### src/rtl/core/mspd_pkg.sv
package mspd_pkg;

    localparam int SYNC_MAX_LEN = 4;
    localparam int HEADER_LEN   = 3;

    // pattern register holds at most four sync bytes
    localparam int SYNC_CAP = (SYNC_MAX_LEN < 4) ? SYNC_MAX_LEN : 4;

    localparam int QUEUE_DEPTH = 4;
    localparam int Q_PTR_W     = $clog2(QUEUE_DEPTH);
    localparam int Q_CNT_W     = $clog2(QUEUE_DEPTH + 1);

    localparam logic [1:0] HDR_LAST = 2'(HEADER_LEN - 1);

    typedef enum logic [1:0] {
        KIND_STRAY   = 2'd0,
        KIND_HDR_OK  = 2'd1,
        KIND_PAYLOAD = 2'd2,
        KIND_HDR_REJ = 2'd3
    } kind_t;

    typedef enum logic [1:0] {
        PH_HUNT    = 2'd0,
        PH_HEADER  = 2'd1,
        PH_PAYLOAD = 2'd2
    } phase_t;

    typedef struct packed {
        logic [31:0] sync_pattern;
        logic [2:0]  sync_length;
        logic [15:0] max_payload;
    } cfg_t;

    typedef struct packed {
        kind_t       kind;
        logic [7:0]  data_byte;
        logic [7:0]  message_type;
        logic [15:0] payload_length;
        logic [15:0] byte_offset;
        logic        last;
    } result_t;

    typedef struct packed {
        logic full;
        logic empty;
    } q_stat_t;

endpackage

### src/rtl/core/mspd_front.sv
module mspd_front
(
    input  logic              clk,
    input  logic              rst_n,
    input  mspd_pkg::cfg_t    cfg,
    input  logic              in_valid,
    output logic              in_ready,
    input  logic [7:0]        in_byte,
    input  mspd_pkg::q_stat_t q_stat,
    output logic              push,
    output mspd_pkg::result_t push_data
);

    mspd_pkg::phase_t phase_reg, phase_next;
    logic [2:0]  match_index_reg, match_index_next;
    logic [1:0]  header_count_reg, header_count_next;
    logic [7:0]  held_type_reg, held_type_next;
    logic [15:0] held_length_reg, held_length_next;
    logic [15:0] payload_count_reg, payload_count_next;

    logic        accept;
    logic [2:0]  sync_len;
    logic [2:0]  hunt_idx;
    logic [7:0]  expect_byte;
    logic        sync_hit;
    logic        sync_done;
    logic [15:0] hdr_len;
    logic        oversize;
    logic        hdr_last;
    logic [16:0] off_inc;
    logic        pay_fin;

    assign in_ready = !q_stat.full;
    assign accept   = in_valid && in_ready;

    // effective sync length saturates to 1..cap
    assign sync_len = (cfg.sync_length == 3'd0) ? 3'd1 :
                      (cfg.sync_length > 3'(mspd_pkg::SYNC_CAP)) ? 3'(mspd_pkg::SYNC_CAP) :
                      cfg.sync_length;

    // restart the compare if the length shrank under the current index
    assign hunt_idx = (match_index_reg >= sync_len) ? 3'd0 : match_index_reg;

    always_comb
    begin
        case (hunt_idx[1:0])
            2'd0:    expect_byte = cfg.sync_pattern[31:24];
            2'd1:    expect_byte = cfg.sync_pattern[23:16];
            2'd2:    expect_byte = cfg.sync_pattern[15:8];
            default: expect_byte = cfg.sync_pattern[7:0];
        endcase
    end

    assign sync_hit  = (in_byte == expect_byte);
    assign sync_done = ((hunt_idx + 3'd1) >= sync_len);

    assign hdr_len   = {held_length_reg[15:8], in_byte};
    assign oversize  = (hdr_len > cfg.max_payload);
    assign hdr_last  = (header_count_reg == mspd_pkg::HDR_LAST);

    assign off_inc   = {1'b0, payload_count_reg} + 17'd1;
    assign pay_fin   = (off_inc >= {1'b0, held_length_reg});

    always_comb
    begin
        phase_next = phase_reg;
        unique case (phase_reg)
            mspd_pkg::PH_HEADER:
            begin
                if (accept && hdr_last)
                begin
                    phase_next = (oversize || hdr_len == 16'd0) ? mspd_pkg::PH_HUNT
                                                                : mspd_pkg::PH_PAYLOAD;
                end
            end
            mspd_pkg::PH_PAYLOAD:
            begin
                if (accept && pay_fin)
                begin
                    phase_next = mspd_pkg::PH_HUNT;
                end
            end
            default:
            begin
                phase_next = mspd_pkg::PH_HUNT;
                if (accept && sync_hit && sync_done)
                begin
                    phase_next = mspd_pkg::PH_HEADER;
                end
            end
        endcase
    end

    always_comb
    begin
        match_index_next   = match_index_reg;
        header_count_next  = header_count_reg;
        held_type_next     = held_type_reg;
        held_length_next   = held_length_reg;
        payload_count_next = payload_count_reg;
        push               = 1'b0;
        push_data          = '0;

        if (accept)
        begin
            unique case (phase_reg)
                mspd_pkg::PH_HEADER:
                begin
                    if (hdr_last)
                    begin
                        held_length_next         = hdr_len;
                        header_count_next        = 2'd0;
                        payload_count_next       = 16'd0;
                        push                     = 1'b1;
                        push_data.kind           = oversize ? mspd_pkg::KIND_HDR_REJ
                                                            : mspd_pkg::KIND_HDR_OK;
                        push_data.message_type   = held_type_reg;
                        push_data.payload_length = hdr_len;
                        push_data.last           = oversize || (hdr_len == 16'd0);
                    end
                    else if (header_count_reg == 2'd0)
                    begin
                        held_type_next    = in_byte;
                        header_count_next = 2'd1;
                    end
                    else
                    begin
                        held_length_next  = {in_byte, 8'h00};
                        header_count_next = header_count_reg + 2'd1;
                    end
                end
                mspd_pkg::PH_PAYLOAD:
                begin
                    push                     = 1'b1;
                    push_data.kind           = mspd_pkg::KIND_PAYLOAD;
                    push_data.data_byte      = in_byte;
                    push_data.message_type   = held_type_reg;
                    push_data.payload_length = held_length_reg;
                    push_data.byte_offset    = payload_count_reg;
                    push_data.last           = pay_fin;
                    payload_count_next       = pay_fin ? 16'd0 : off_inc[15:0];
                end
                default:
                begin
                    if (sync_hit)
                    begin
                        if (sync_done)
                        begin
                            match_index_next  = 3'd0;
                            header_count_next = 2'd0;
                        end
                        else
                        begin
                            match_index_next = hunt_idx + 3'd1;
                        end
                    end
                    else
                    begin
                        match_index_next    = 3'd0;
                        push                = 1'b1;
                        push_data.kind      = mspd_pkg::KIND_STRAY;
                        push_data.data_byte = in_byte;
                    end
                end
            endcase
        end
    end

    always_ff @(posedge clk or negedge rst_n)
    begin
        if (!rst_n)
        begin
            phase_reg         <= mspd_pkg::PH_HUNT;
            match_index_reg   <= '0;
            header_count_reg  <= '0;
            held_type_reg     <= '0;
            held_length_reg   <= '0;
            payload_count_reg <= '0;
        end
        else
        begin
            phase_reg         <= phase_next;
            match_index_reg   <= match_index_next;
            header_count_reg  <= header_count_next;
            held_type_reg     <= held_type_next;
            held_length_reg   <= held_length_next;
            payload_count_reg <= payload_count_next;
        end
    end

endmodule

### src/rtl/core/mspd_queue.sv
module mspd_queue
(
    input  logic              clk,
    input  logic              rst_n,
    input  logic              push,
    input  mspd_pkg::result_t push_data,
    input  logic              pop,
    output mspd_pkg::result_t pop_data,
    output mspd_pkg::q_stat_t q_stat
);

    mspd_pkg::result_t mem [mspd_pkg::QUEUE_DEPTH];

    logic [mspd_pkg::Q_PTR_W-1:0] wr_ptr_reg, wr_ptr_next;
    logic [mspd_pkg::Q_PTR_W-1:0] rd_ptr_reg, rd_ptr_next;
    logic [mspd_pkg::Q_CNT_W-1:0] count_reg, count_next;
    logic                         do_push;
    logic                         do_pop;

    assign q_stat.full  = (count_reg == mspd_pkg::Q_CNT_W'(mspd_pkg::QUEUE_DEPTH));
    assign q_stat.empty = (count_reg == '0);

    assign do_push = push && !q_stat.full;
    assign do_pop  = pop && !q_stat.empty;

    assign wr_ptr_next = do_push ? wr_ptr_reg + mspd_pkg::Q_PTR_W'(1) : wr_ptr_reg;
    assign rd_ptr_next = do_pop ? rd_ptr_reg + mspd_pkg::Q_PTR_W'(1) : rd_ptr_reg;

    always_comb
    begin
        count_next = count_reg;
        case ({do_push, do_pop})
            2'b10:   count_next = count_reg + mspd_pkg::Q_CNT_W'(1);
            2'b01:   count_next = count_reg - mspd_pkg::Q_CNT_W'(1);
            default: count_next = count_reg;
        endcase
    end

    always_ff @(posedge clk)
    begin
        if (do_push)
        begin
            mem[wr_ptr_reg] <= push_data;
        end
    end

    assign pop_data = mem[rd_ptr_reg];

    always_ff @(posedge clk or negedge rst_n)
    begin
        if (!rst_n)
        begin
            wr_ptr_reg <= '0;
            rd_ptr_reg <= '0;
            count_reg  <= '0;
        end
        else
        begin
            wr_ptr_reg <= wr_ptr_next;
            rd_ptr_reg <= rd_ptr_next;
            count_reg  <= count_next;
        end
    end

endmodule

### src/rtl/core/mspd_back.sv
module mspd_back
(
    input  logic              clk,
    input  logic              rst_n,
    input  mspd_pkg::q_stat_t q_stat,
    input  mspd_pkg::result_t pop_data,
    output logic              pop,
    output logic              out_valid,
    input  logic              out_ready,
    output mspd_pkg::result_t out_data
);

    logic              out_valid_reg, out_valid_next;
    mspd_pkg::result_t out_data_reg;
    logic              load;

    // refill the output register whenever it is empty or being drained
    assign load           = !q_stat.empty && (!out_valid_reg || out_ready);
    assign pop            = load;
    assign out_valid_next = load ? 1'b1 : (out_valid_reg && !out_ready);

    always_ff @(posedge clk or negedge rst_n)
    begin
        if (!rst_n)
        begin
            out_valid_reg <= 1'b0;
        end
        else
        begin
            out_valid_reg <= out_valid_next;
        end
    end

    always_ff @(posedge clk)
    begin
        if (load)
        begin
            out_data_reg <= pop_data;
        end
    end

    assign out_valid = out_valid_reg;
    assign out_data  = out_data_reg;

endmodule

### src/rtl/core/magic_sync_packet_deframer.sv
// Channel   Dir  Handshake           Payload
// s_*       in   s_tvalid/s_tready   s_tdata[7:0] rx_byte
// m_*       out  m_tvalid/m_tready   m_tdata, m_tuser kind, m_tlast last
// APB       in   psel/penable        sync_pattern @0x0, sync_length @0x4, max_payload @0x8
//
// One byte is taken per cycle while s_tready is high; the front updates its
// hunt/header/payload state in the cycle of acceptance and posts any result into a
// 4-entry queue, from which the output register on m_tdata is refilled.
// s_tready drops only while the queue is full, i.e. after five stalled results
// (one in the output register, four queued).
// Reset returns to hunting with match, header and payload counters cleared.
module magic_sync_packet_deframer
(
    input  logic        clk,
    input  logic        rst_n,

    input  logic        s_tvalid,
    output logic        s_tready,
    input  logic [7:0]  s_tdata,   // [7:0] rx_byte

    output logic        m_tvalid,
    input  logic        m_tready,
    output logic [47:0] m_tdata,   // [7:0] data_byte, [15:8] message_type,
                                   // [31:16] payload_length, [47:32] byte_offset
    output logic [1:0]  m_tuser,   // [1:0] kind
    output logic        m_tlast,

    input  logic        psel,
    input  logic        penable,
    input  logic        pwrite,
    input  logic [3:0]  paddr,
    input  logic [31:0] pwdata,
    output logic [31:0] prdata,
    output logic        pready
);

    localparam logic [1:0] REG_SYNC_PATTERN = 2'd0;
    localparam logic [1:0] REG_SYNC_LENGTH  = 2'd1;
    localparam logic [1:0] REG_MAX_PAYLOAD  = 2'd2;

    logic [31:0] sync_pattern_reg, sync_pattern_next;
    logic [2:0]  sync_length_reg, sync_length_next;
    logic [15:0] max_payload_reg, max_payload_next;
    logic        cfg_write;

    mspd_pkg::cfg_t    cfg;
    mspd_pkg::q_stat_t q_stat;
    mspd_pkg::result_t push_data;
    mspd_pkg::result_t pop_data;
    mspd_pkg::result_t out_data;
    logic              push;
    logic              pop;

    assign pready    = 1'b1;
    assign cfg_write = psel && penable && pwrite && pready;

    always_comb
    begin
        sync_pattern_next = sync_pattern_reg;
        sync_length_next  = sync_length_reg;
        max_payload_next  = max_payload_reg;
        if (cfg_write)
        begin
            unique case (paddr[3:2])
                REG_SYNC_PATTERN: sync_pattern_next = pwdata;
                REG_SYNC_LENGTH:  sync_length_next  = pwdata[2:0];
                REG_MAX_PAYLOAD:  max_payload_next  = pwdata[15:0];
                default:          ;
            endcase
        end
    end

    always_comb
    begin
        unique case (paddr[3:2])
            REG_SYNC_PATTERN: prdata = sync_pattern_reg;
            REG_SYNC_LENGTH:  prdata = {29'd0, sync_length_reg};
            REG_MAX_PAYLOAD:  prdata = {16'd0, max_payload_reg};
            default:          prdata = 32'd0;
        endcase
    end

    always_ff @(posedge clk or negedge rst_n)
    begin
        if (!rst_n)
        begin
            sync_pattern_reg <= 32'd0;
            sync_length_reg  <= 3'd4;
            max_payload_reg  <= 16'hFFFF;
        end
        else
        begin
            sync_pattern_reg <= sync_pattern_next;
            sync_length_reg  <= sync_length_next;
            max_payload_reg  <= max_payload_next;
        end
    end

    assign cfg.sync_pattern = sync_pattern_reg;
    assign cfg.sync_length  = sync_length_reg;
    assign cfg.max_payload  = max_payload_reg;

    mspd_front u_front
    (
        .clk       (clk),
        .rst_n     (rst_n),
        .cfg       (cfg),
        .in_valid  (s_tvalid),
        .in_ready  (s_tready),
        .in_byte   (s_tdata),
        .q_stat    (q_stat),
        .push      (push),
        .push_data (push_data)
    );

    mspd_queue u_queue
    (
        .clk       (clk),
        .rst_n     (rst_n),
        .push      (push),
        .push_data (push_data),
        .pop       (pop),
        .pop_data  (pop_data),
        .q_stat    (q_stat)
    );

    mspd_back u_back
    (
        .clk       (clk),
        .rst_n     (rst_n),
        .q_stat    (q_stat),
        .pop_data  (pop_data),
        .pop       (pop),
        .out_valid (m_tvalid),
        .out_ready (m_tready),
        .out_data  (out_data)
    );

    assign m_tdata = {out_data.byte_offset, out_data.payload_length,
                      out_data.message_type, out_data.data_byte};
    assign m_tuser = out_data.kind;
    assign m_tlast = out_data.last;

endmodule

### config.mk
export PLATFORM = sky130hd
export DESIGN_NAME = magic_sync_packet_deframer
export DESIGN_NICKNAME = d
export VERILOG_FILES = /design/src/rtl/core/mspd_pkg.sv /design/src/rtl/core/mspd_front.sv /design/src/rtl/core/mspd_queue.sv /design/src/rtl/core/mspd_back.sv /design/src/rtl/core/magic_sync_packet_deframer.sv
export SDC_FILE = /design/constraint.sdc
export NUM_CORES = 1
export LEC_CHECK = 0
export ABC_AREA = 1
export BUFFER_PORTS_ARGS = -buffer_cell sky130_fd_sc_hd__buf_2
export CORE_MARGIN = 5
export CORE_UTILIZATION = 27
export DETAILED_ROUTE_END_ITERATION = 8
export GPL_ROUTABILITY_DRIVEN = 0
export HOLD_SLACK_MARGIN = 0.03
export PLACE_DENSITY_LB_ADDON = 0.12
export SLEW_MARGIN = 0
export SYNTH_ARGS = -nofsm -noshare
export SYNTH_HDL_FRONTEND = slang
export SYNTH_SLANG_ARGS = --single-unit
export TNS_END_PERCENT = 1
### constraint.sdc
create_clock -name clk -period 4.7 [get_ports clk]
set_input_delay 0 -clock clk [delete_from_list [all_inputs] [get_ports clk]]
set_output_delay 0 -clock clk [all_outputs]
set_load 0.02 [all_outputs]
---- Word-level counts from Yosys, hierarchy flattened ----
Memory sizes are Yosys's and may differ from the RTL's. A register that Yosys moved wholly into a read port is not among the register bits.
Cells that the tools add are included.
cells by class
  $add $sub $neg .......................... 7
  $mul .................................... 0
  divide/modulo/power cells ............... 0
  $lt $le $gt $ge ......................... 5
  eq/ne operators ......................... 15
  shifts and indexed selects .............. 0
  muxes and demuxes ....................... 41
  bitwise logic cells ..................... 4
  reduce and logical (&&, ||, !) cells .... 38
operators by type and width
  kind                                                              number
  32-bit case mux with 3 select lines                               1
  51-bit 2-to-1 mux                                                 1
  16-bit 2-to-1 mux                                                 3
  24-bit case mux with 2 select lines                               1
  16-bit case mux with 2 select lines                               1
  24-bit 2-to-1 mux                                                 1
  8-bit 2-to-1 mux                                                  3
  8-bit case mux with 3 select lines                                1
  2-bit 2-to-1 mux                                                  9
  16-bit by 1-bit adder with 17-bit output (second input constant)  1
  17-bit by 16-bit >= comparator with 1-bit output                  1
  16-bit greater-than comparator                                    1
  16-bit logical NOT                                                1
  8-bit case mux with 2 select lines                                1
  3-bit 2-to-1 mux                                                  5
  2-bit case mux with 2 select lines                                3
  4-bit AND reduction                                               3
  1-bit logical AND                                                 11
  2-bit == test (second input constant)                             5
  2-bit AND reduction                                               5
  2-bit by 1-bit == test with 1-bit output (second input constant)  4
  8-bit == test                                                     1
  1-bit 2-to-1 mux                                                  8
  2-bit by 1-bit != test with 1-bit output (second input constant)  4
  other kinds (16)                                                  35
storage, ports and cells
  register bits ........................... 106
  bits in latches ......................... 0
  RAM bits ................................ 204
  ROM bits ................................ 0
  input bits .............................. 51
  output and inout port bits .............. 86
  word-level logic and storage cells ...... 125
  memories ................................ 1
memories
  memory       depth  width  rd ports  clocked after Yosys merged registers in  wr ports  RTL line          text
  u_queue.mem  4      51     1         1                                        1         mspd_queue.sv:12  mspd_pkg::result_t mem [mspd_pkg::QUEUE_DEPTH];

---- Longest topological paths before layout ----
  depth after elaboration ................. 14
  mapped depth ............................ 29
  depth with buffers taken out ............ 28

---- Modules after synthesis ----
A second synthesis with hierarchy kept.
second synthesis, totals
  cells, all modules ...................... 1,680
  area total of the unflattened synthesis .. 16,877.4 µm²
by module, submodules not included
  module                      instances  cells each  area an instance (µm²)  sequential area each (µm²)
  mspd_queue                  1          656         8,546.9                 6,301.0
  mspd_front                  1          650         4,357.9                 1,176.1
  magic_sync_packet_deframer  1          318         2,396.0                 1,297.5
  mspd_back                   1          56          1,576.5                 1,556.5

---- Least setup slack after synthesis ----
No wires, ideal clock.
  path kind ............................... flip-flop to flip-flop
  start point ............................. register sync_length_reg[2]
  end point ............................... memory u_queue.mem[0][0] (netlist bit), enable pin
  library setup time ...................... 0.460 ns
  arrival time ............................ 4.610 ns
  data required time ...................... 4.240 ns
  setup slack ............................. -0.370 ns
  stages on the path, launching flop included .. 20
  buffers on the path ..................... 1
  period minus slack after synthesis ...... 5.070 ns
  cells stage by stage .................... dfstp_2 > inv_1 > ha_1 > a21oi_1 > nand3_1 > nor2_1 > inv_1 > ha_1 > buf_2 > a21oi_1 > nand2_1 > nand2_1 > nand2_1 > nand2_1 > inv_1 > nand2_1 > nor2_2 > nand3_1 > nand2_2 > nor2_1
between the ends
  word-level cells in the longest chain between the ends .. 14
  elaborated cells between the ends (all ways) .. 17
  those cells by class .................... 2 x order compare; 3 x eq/ne; 9 x mux; 3 x reduce/logical
ends and longest elaborated chain
  element                                      RTL line                          text
  start, declared                              magic_sync_packet_deframer.sv:42  logic [2:0] sync_length_reg, sync_length_next;
  start signal, assigned                       magic_sync_packet_deframer.sv:94  sync_length_reg <= sync_length_next;
  3-bit greater-than comparator                mspd_front.sv:38                  (cfg.sync_length > 3'(mspd_pkg::SYNC_CAP)) ? 3'(mspd_pkg::SYNC_CAP) :
  3-bit 2-to-1 mux                             mspd_front.sv:38
  3-bit 2-to-1 mux *                           mspd_front.sv:37                  assign sync_len = (cfg.sync_length == 3'd0) ? 3'd1 :
  3-bit >= comparator *                        mspd_front.sv:42                  assign hunt_idx = (match_index_reg >= sync_len) ? 3'd0 : match_index_reg;
  3-bit 2-to-1 mux *                           mspd_front.sv:42
  2-bit == test, or another cell as far along  mspd_front.sv:46                  case (hunt_idx[1:0])
  8-bit case mux with 3 select lines *         mspd_front.sv:46
  8-bit == test *                              mspd_front.sv:54                  assign sync_hit = (in_byte == expect_byte);
  1-bit 2-to-1 mux *                           mspd_front.sv:145                 if (sync_hit)
  1-bit case mux with 2 select lines *         mspd_front.sv:106                 unique case (phase_reg)
  1-bit 2-to-1 mux *                           mspd_front.sv:104                 if (accept)
  1-bit logical AND *                          mspd_queue.sv:23                  assign do_push = push && !q_stat.full;
  1-bit 2-to-1 mux *                           mspd_queue.sv:41                  if (do_push)
  1-bit 2-to-1 mux (implied by the code) *     mspd_queue.sv:43                  mem[wr_ptr_reg] <= push_data;
  end, declared                                mspd_queue.sv:12
Mark *: on every way between the ends. The rest lies on a longest branch, timed or not.

---- Final worst setup path ----
  start point ............................. register sync_length_reg[2]
  end point ............................... memory u_queue.mem[2][42] (netlist bit), enable pin
Same word-level chain as after synthesis.

==> impl_metrics.ini <==
[routing]
dr.first_iter.drc_count = 737
avgViaCountPerCell = 4.48
routedWlPerCell_um = 17.9
ant_nets = 0
drc_errors = 0
wl_um = 44300
vias = 11118
drt-pass1-iter-count = 5

[floorplan]
start_util = 0.271
core_um2 = 58700
ios = 137
num_rows = 89
die_w_um = 253
dieArea_um2 = 63800
die_h_um = 253

[clocking]
cts_max_level = 2
post_cts_buffers = 0
cts_root_buf = clkbuf_16
cts_tree = built
clk_pin_slew_ns = 0.06
clk_path_buf_depth = 3
cts_sinks = 361
insertion_delay_ns = 0.56
cts_made_buffers = 44
cts_resized = 0

[timing]
setup_viol = 0
worstMarginPinSlew_ns = 1.07
slew_headroom = 0.283
finalWorstSetupSlack_ns = 0.367
finalHoldViolations = 0
finalMaxSlewViolations = 0
worst_clock_skew_ns = 0.00867
clock.fmax_mhz = 231
layout_min_cycle_time_ns = 4.33
fin_hold_ws_ns = 0.103
min_period_over_period = 0.922
tns_ns = 0
grt_setup_unrepaired = no

[setup_path]
cp_top_family = simple AND/OR/NAND/NOR gates
worstPathCellList = inv_1, ha_1, a21oi_1, nand3_1, nor2_1, ha_1, inv_1, nand2_1, nand2_1, nand2_1, nand2_1, nand2_1, nor2_2, nand3_1, nand2_2, buf_4, nor2_4, buf_4
max_stage_delay_ns = 0.58
path_buf_inv = 4
worst_ep_required_time_ns = 4.97
setup.worst_path.class = reg -> reg
startpoint_type = flop
cp_common_cell = nand2_1
crit_arrival_ns = 4.61
worst_setup_path_end_kind = flop
crit_fanout = 13
slowest_stage = dfstp_2

[yosys]
async_flop_share = 0.294
synth.distinct_cells = 42
synth_edf_count = 255
ys_top_cells_by_area = edfxtp_1 (48%), dfrtp_1 (14%), o21ai_0 (5.7%)
yosysMostFrequentCell = edfxtp_1
syn-num-nets = 1579
yosys.area.top_type = edfxtp_1
synth-main-ff-cell = edfxtp_1
ys_seq_area_frac = 0.650
synth_top_area_frac = 0.482
ys_top_cells_by_count = edfxtp_1 (255), nand2_1 (216), nor2_1 (197)
ys_warn_count = 0
syn_area_um2 = 15900
syn-mean-instance-area_um2 = 10.8
syn_inst = 1477
synth_seq_cells = 361

[layout]
syn2layout_area_growth_pct = 23.0
nFillCells = 5945
finalInstanceArea_um2 = 19500
diodes = 0
largest_reg_flops = 204
layout-drive-gt1-share = 0.165
nNetsFinal = 1775

[pwr]
p_sw_frac = 0.333
power_frac_comb = 0.264
power.share.clock = 0.307
finalPower_w = 0.0108
p_leak_nw = 7.91
intPower_w = 0.00718
pwr-share-seq = 0.429
ir_drop_v = 0.000256
power.switching_w = 0.00359
p_per_area_nw_per_um2 = 551

[placement]
portBuffers = 133
dp_slack_ns = 0.345
place_area_um2 = 17600
dp_hpwl_um = 29400

[global_route]
grt_pass1_wl_um = 68900
track_usage = 0.138
antenna_found_initial = 0
grt_max_degree = 72
first_global_vias = 11498
grt_overflow = 0

[min_path]
hp-class = in -> async

[run_status]
outcome = completed

[flow_run]
maxCapViolations = 0
power by group through the flow:
stage,sequential [W],clock (W),combinational [W]
finish,0.00462,0.00330,0.00285
global route,0.00470,0.00355,0.00320
CTS,0.00464,0.00342,0.00296
detailed placement,0.00470,0,0.00292
global placement,0.00469,0,0.00290
floorplan,0.00495,0,0.00147
kinds of logic after synthesis:
kind of cell	Yosys count	synth area share
simple gates	505	0.135
buf+inv	226	0.0551
flops	361	0.650
other cells	1	0.000236
fa+ha+maj	51	0.0406
compound gates	314	0.108
xor+xnor	19	0.0105
layer usage:
layer  share of wire  track usage  vias up
li1                -            -     5468
met1            0.48        0.193     5336
met4           0.027       0.0436        0
met5               0            0        -
met3           0.047       0.0284       67
met2            0.45        0.217      247
layout make-up:
class / count / area (um2) / area share
clock buffers: 63 / 1220 / 0.0626
clock inverters: 18 / 170 / 0.00871
inverters: 165 / 622 / 0.0318
multi-input cells: 890 / 4730 / 0.242
flip-flops and latches: 361 / 10300 / 0.529
well taps: 773 / 967 / 0.0495
repair buffers: 211 / 1490 / 0.0765
path summary, 6_finish.rpt:
check	from	cells after the start	endpoint	slack (ns)
min in group clk	pwdata[23]	4	sync_pattern_reg[23]$_DFFE_PN0P_	0.22
min reg2reg	sync_pattern_reg[7]$_DFFE_PN0P_	2	sync_pattern_reg[7]$_DFFE_PN0P_	0.48
max	sync_length_reg[2]$_DFFE_PN1P_	18	u_queue.mem[2][42]$_DFFE_PP_	0.37
min	rst_n	2	sync_pattern_reg[23]$_DFFE_PN0P_	0.10
max reg2reg	sync_length_reg[2]$_DFFE_PN1P_	18	u_queue.mem[2][42]$_DFFE_PP_	0.37
max in group asynchronous	rst_n	3	max_payload_reg[4]$_DFFE_PN1P_	3.43
metrics by stage:
step           utilization  std cells
5_1_grt              0.333       2481
6_report             0.333       2481
4_1_cts              0.333       2481
3_5_place_dp         0.300       2344
3_3_place_gp         0.300       2344
2_1_floorplan            -       1477
repair_timing:
action,in CTS,in global routing
hold buffers,56,0
endpoints found under the setup margin,0,0
endpoints found under the hold margin,174,0
layout by cell type (no fill, tap or decap), drive strengths merged, types with 3 or more instances in the layout:
master	n
buf	155
xor2	17
nor2	205
nor4	4
nand2	231
o21ai	195
o22ai	73
ha	50
a21oi	40
dfstp	17
clkinv	11
nand3	32
edfxtp	255
dlygate4sd3	56
inv	168
bufinv	3
nor3	6
nand4	23
clkbuf	63
dfrtp	89
No activity file was read; power rests on OpenSTA's default activity.
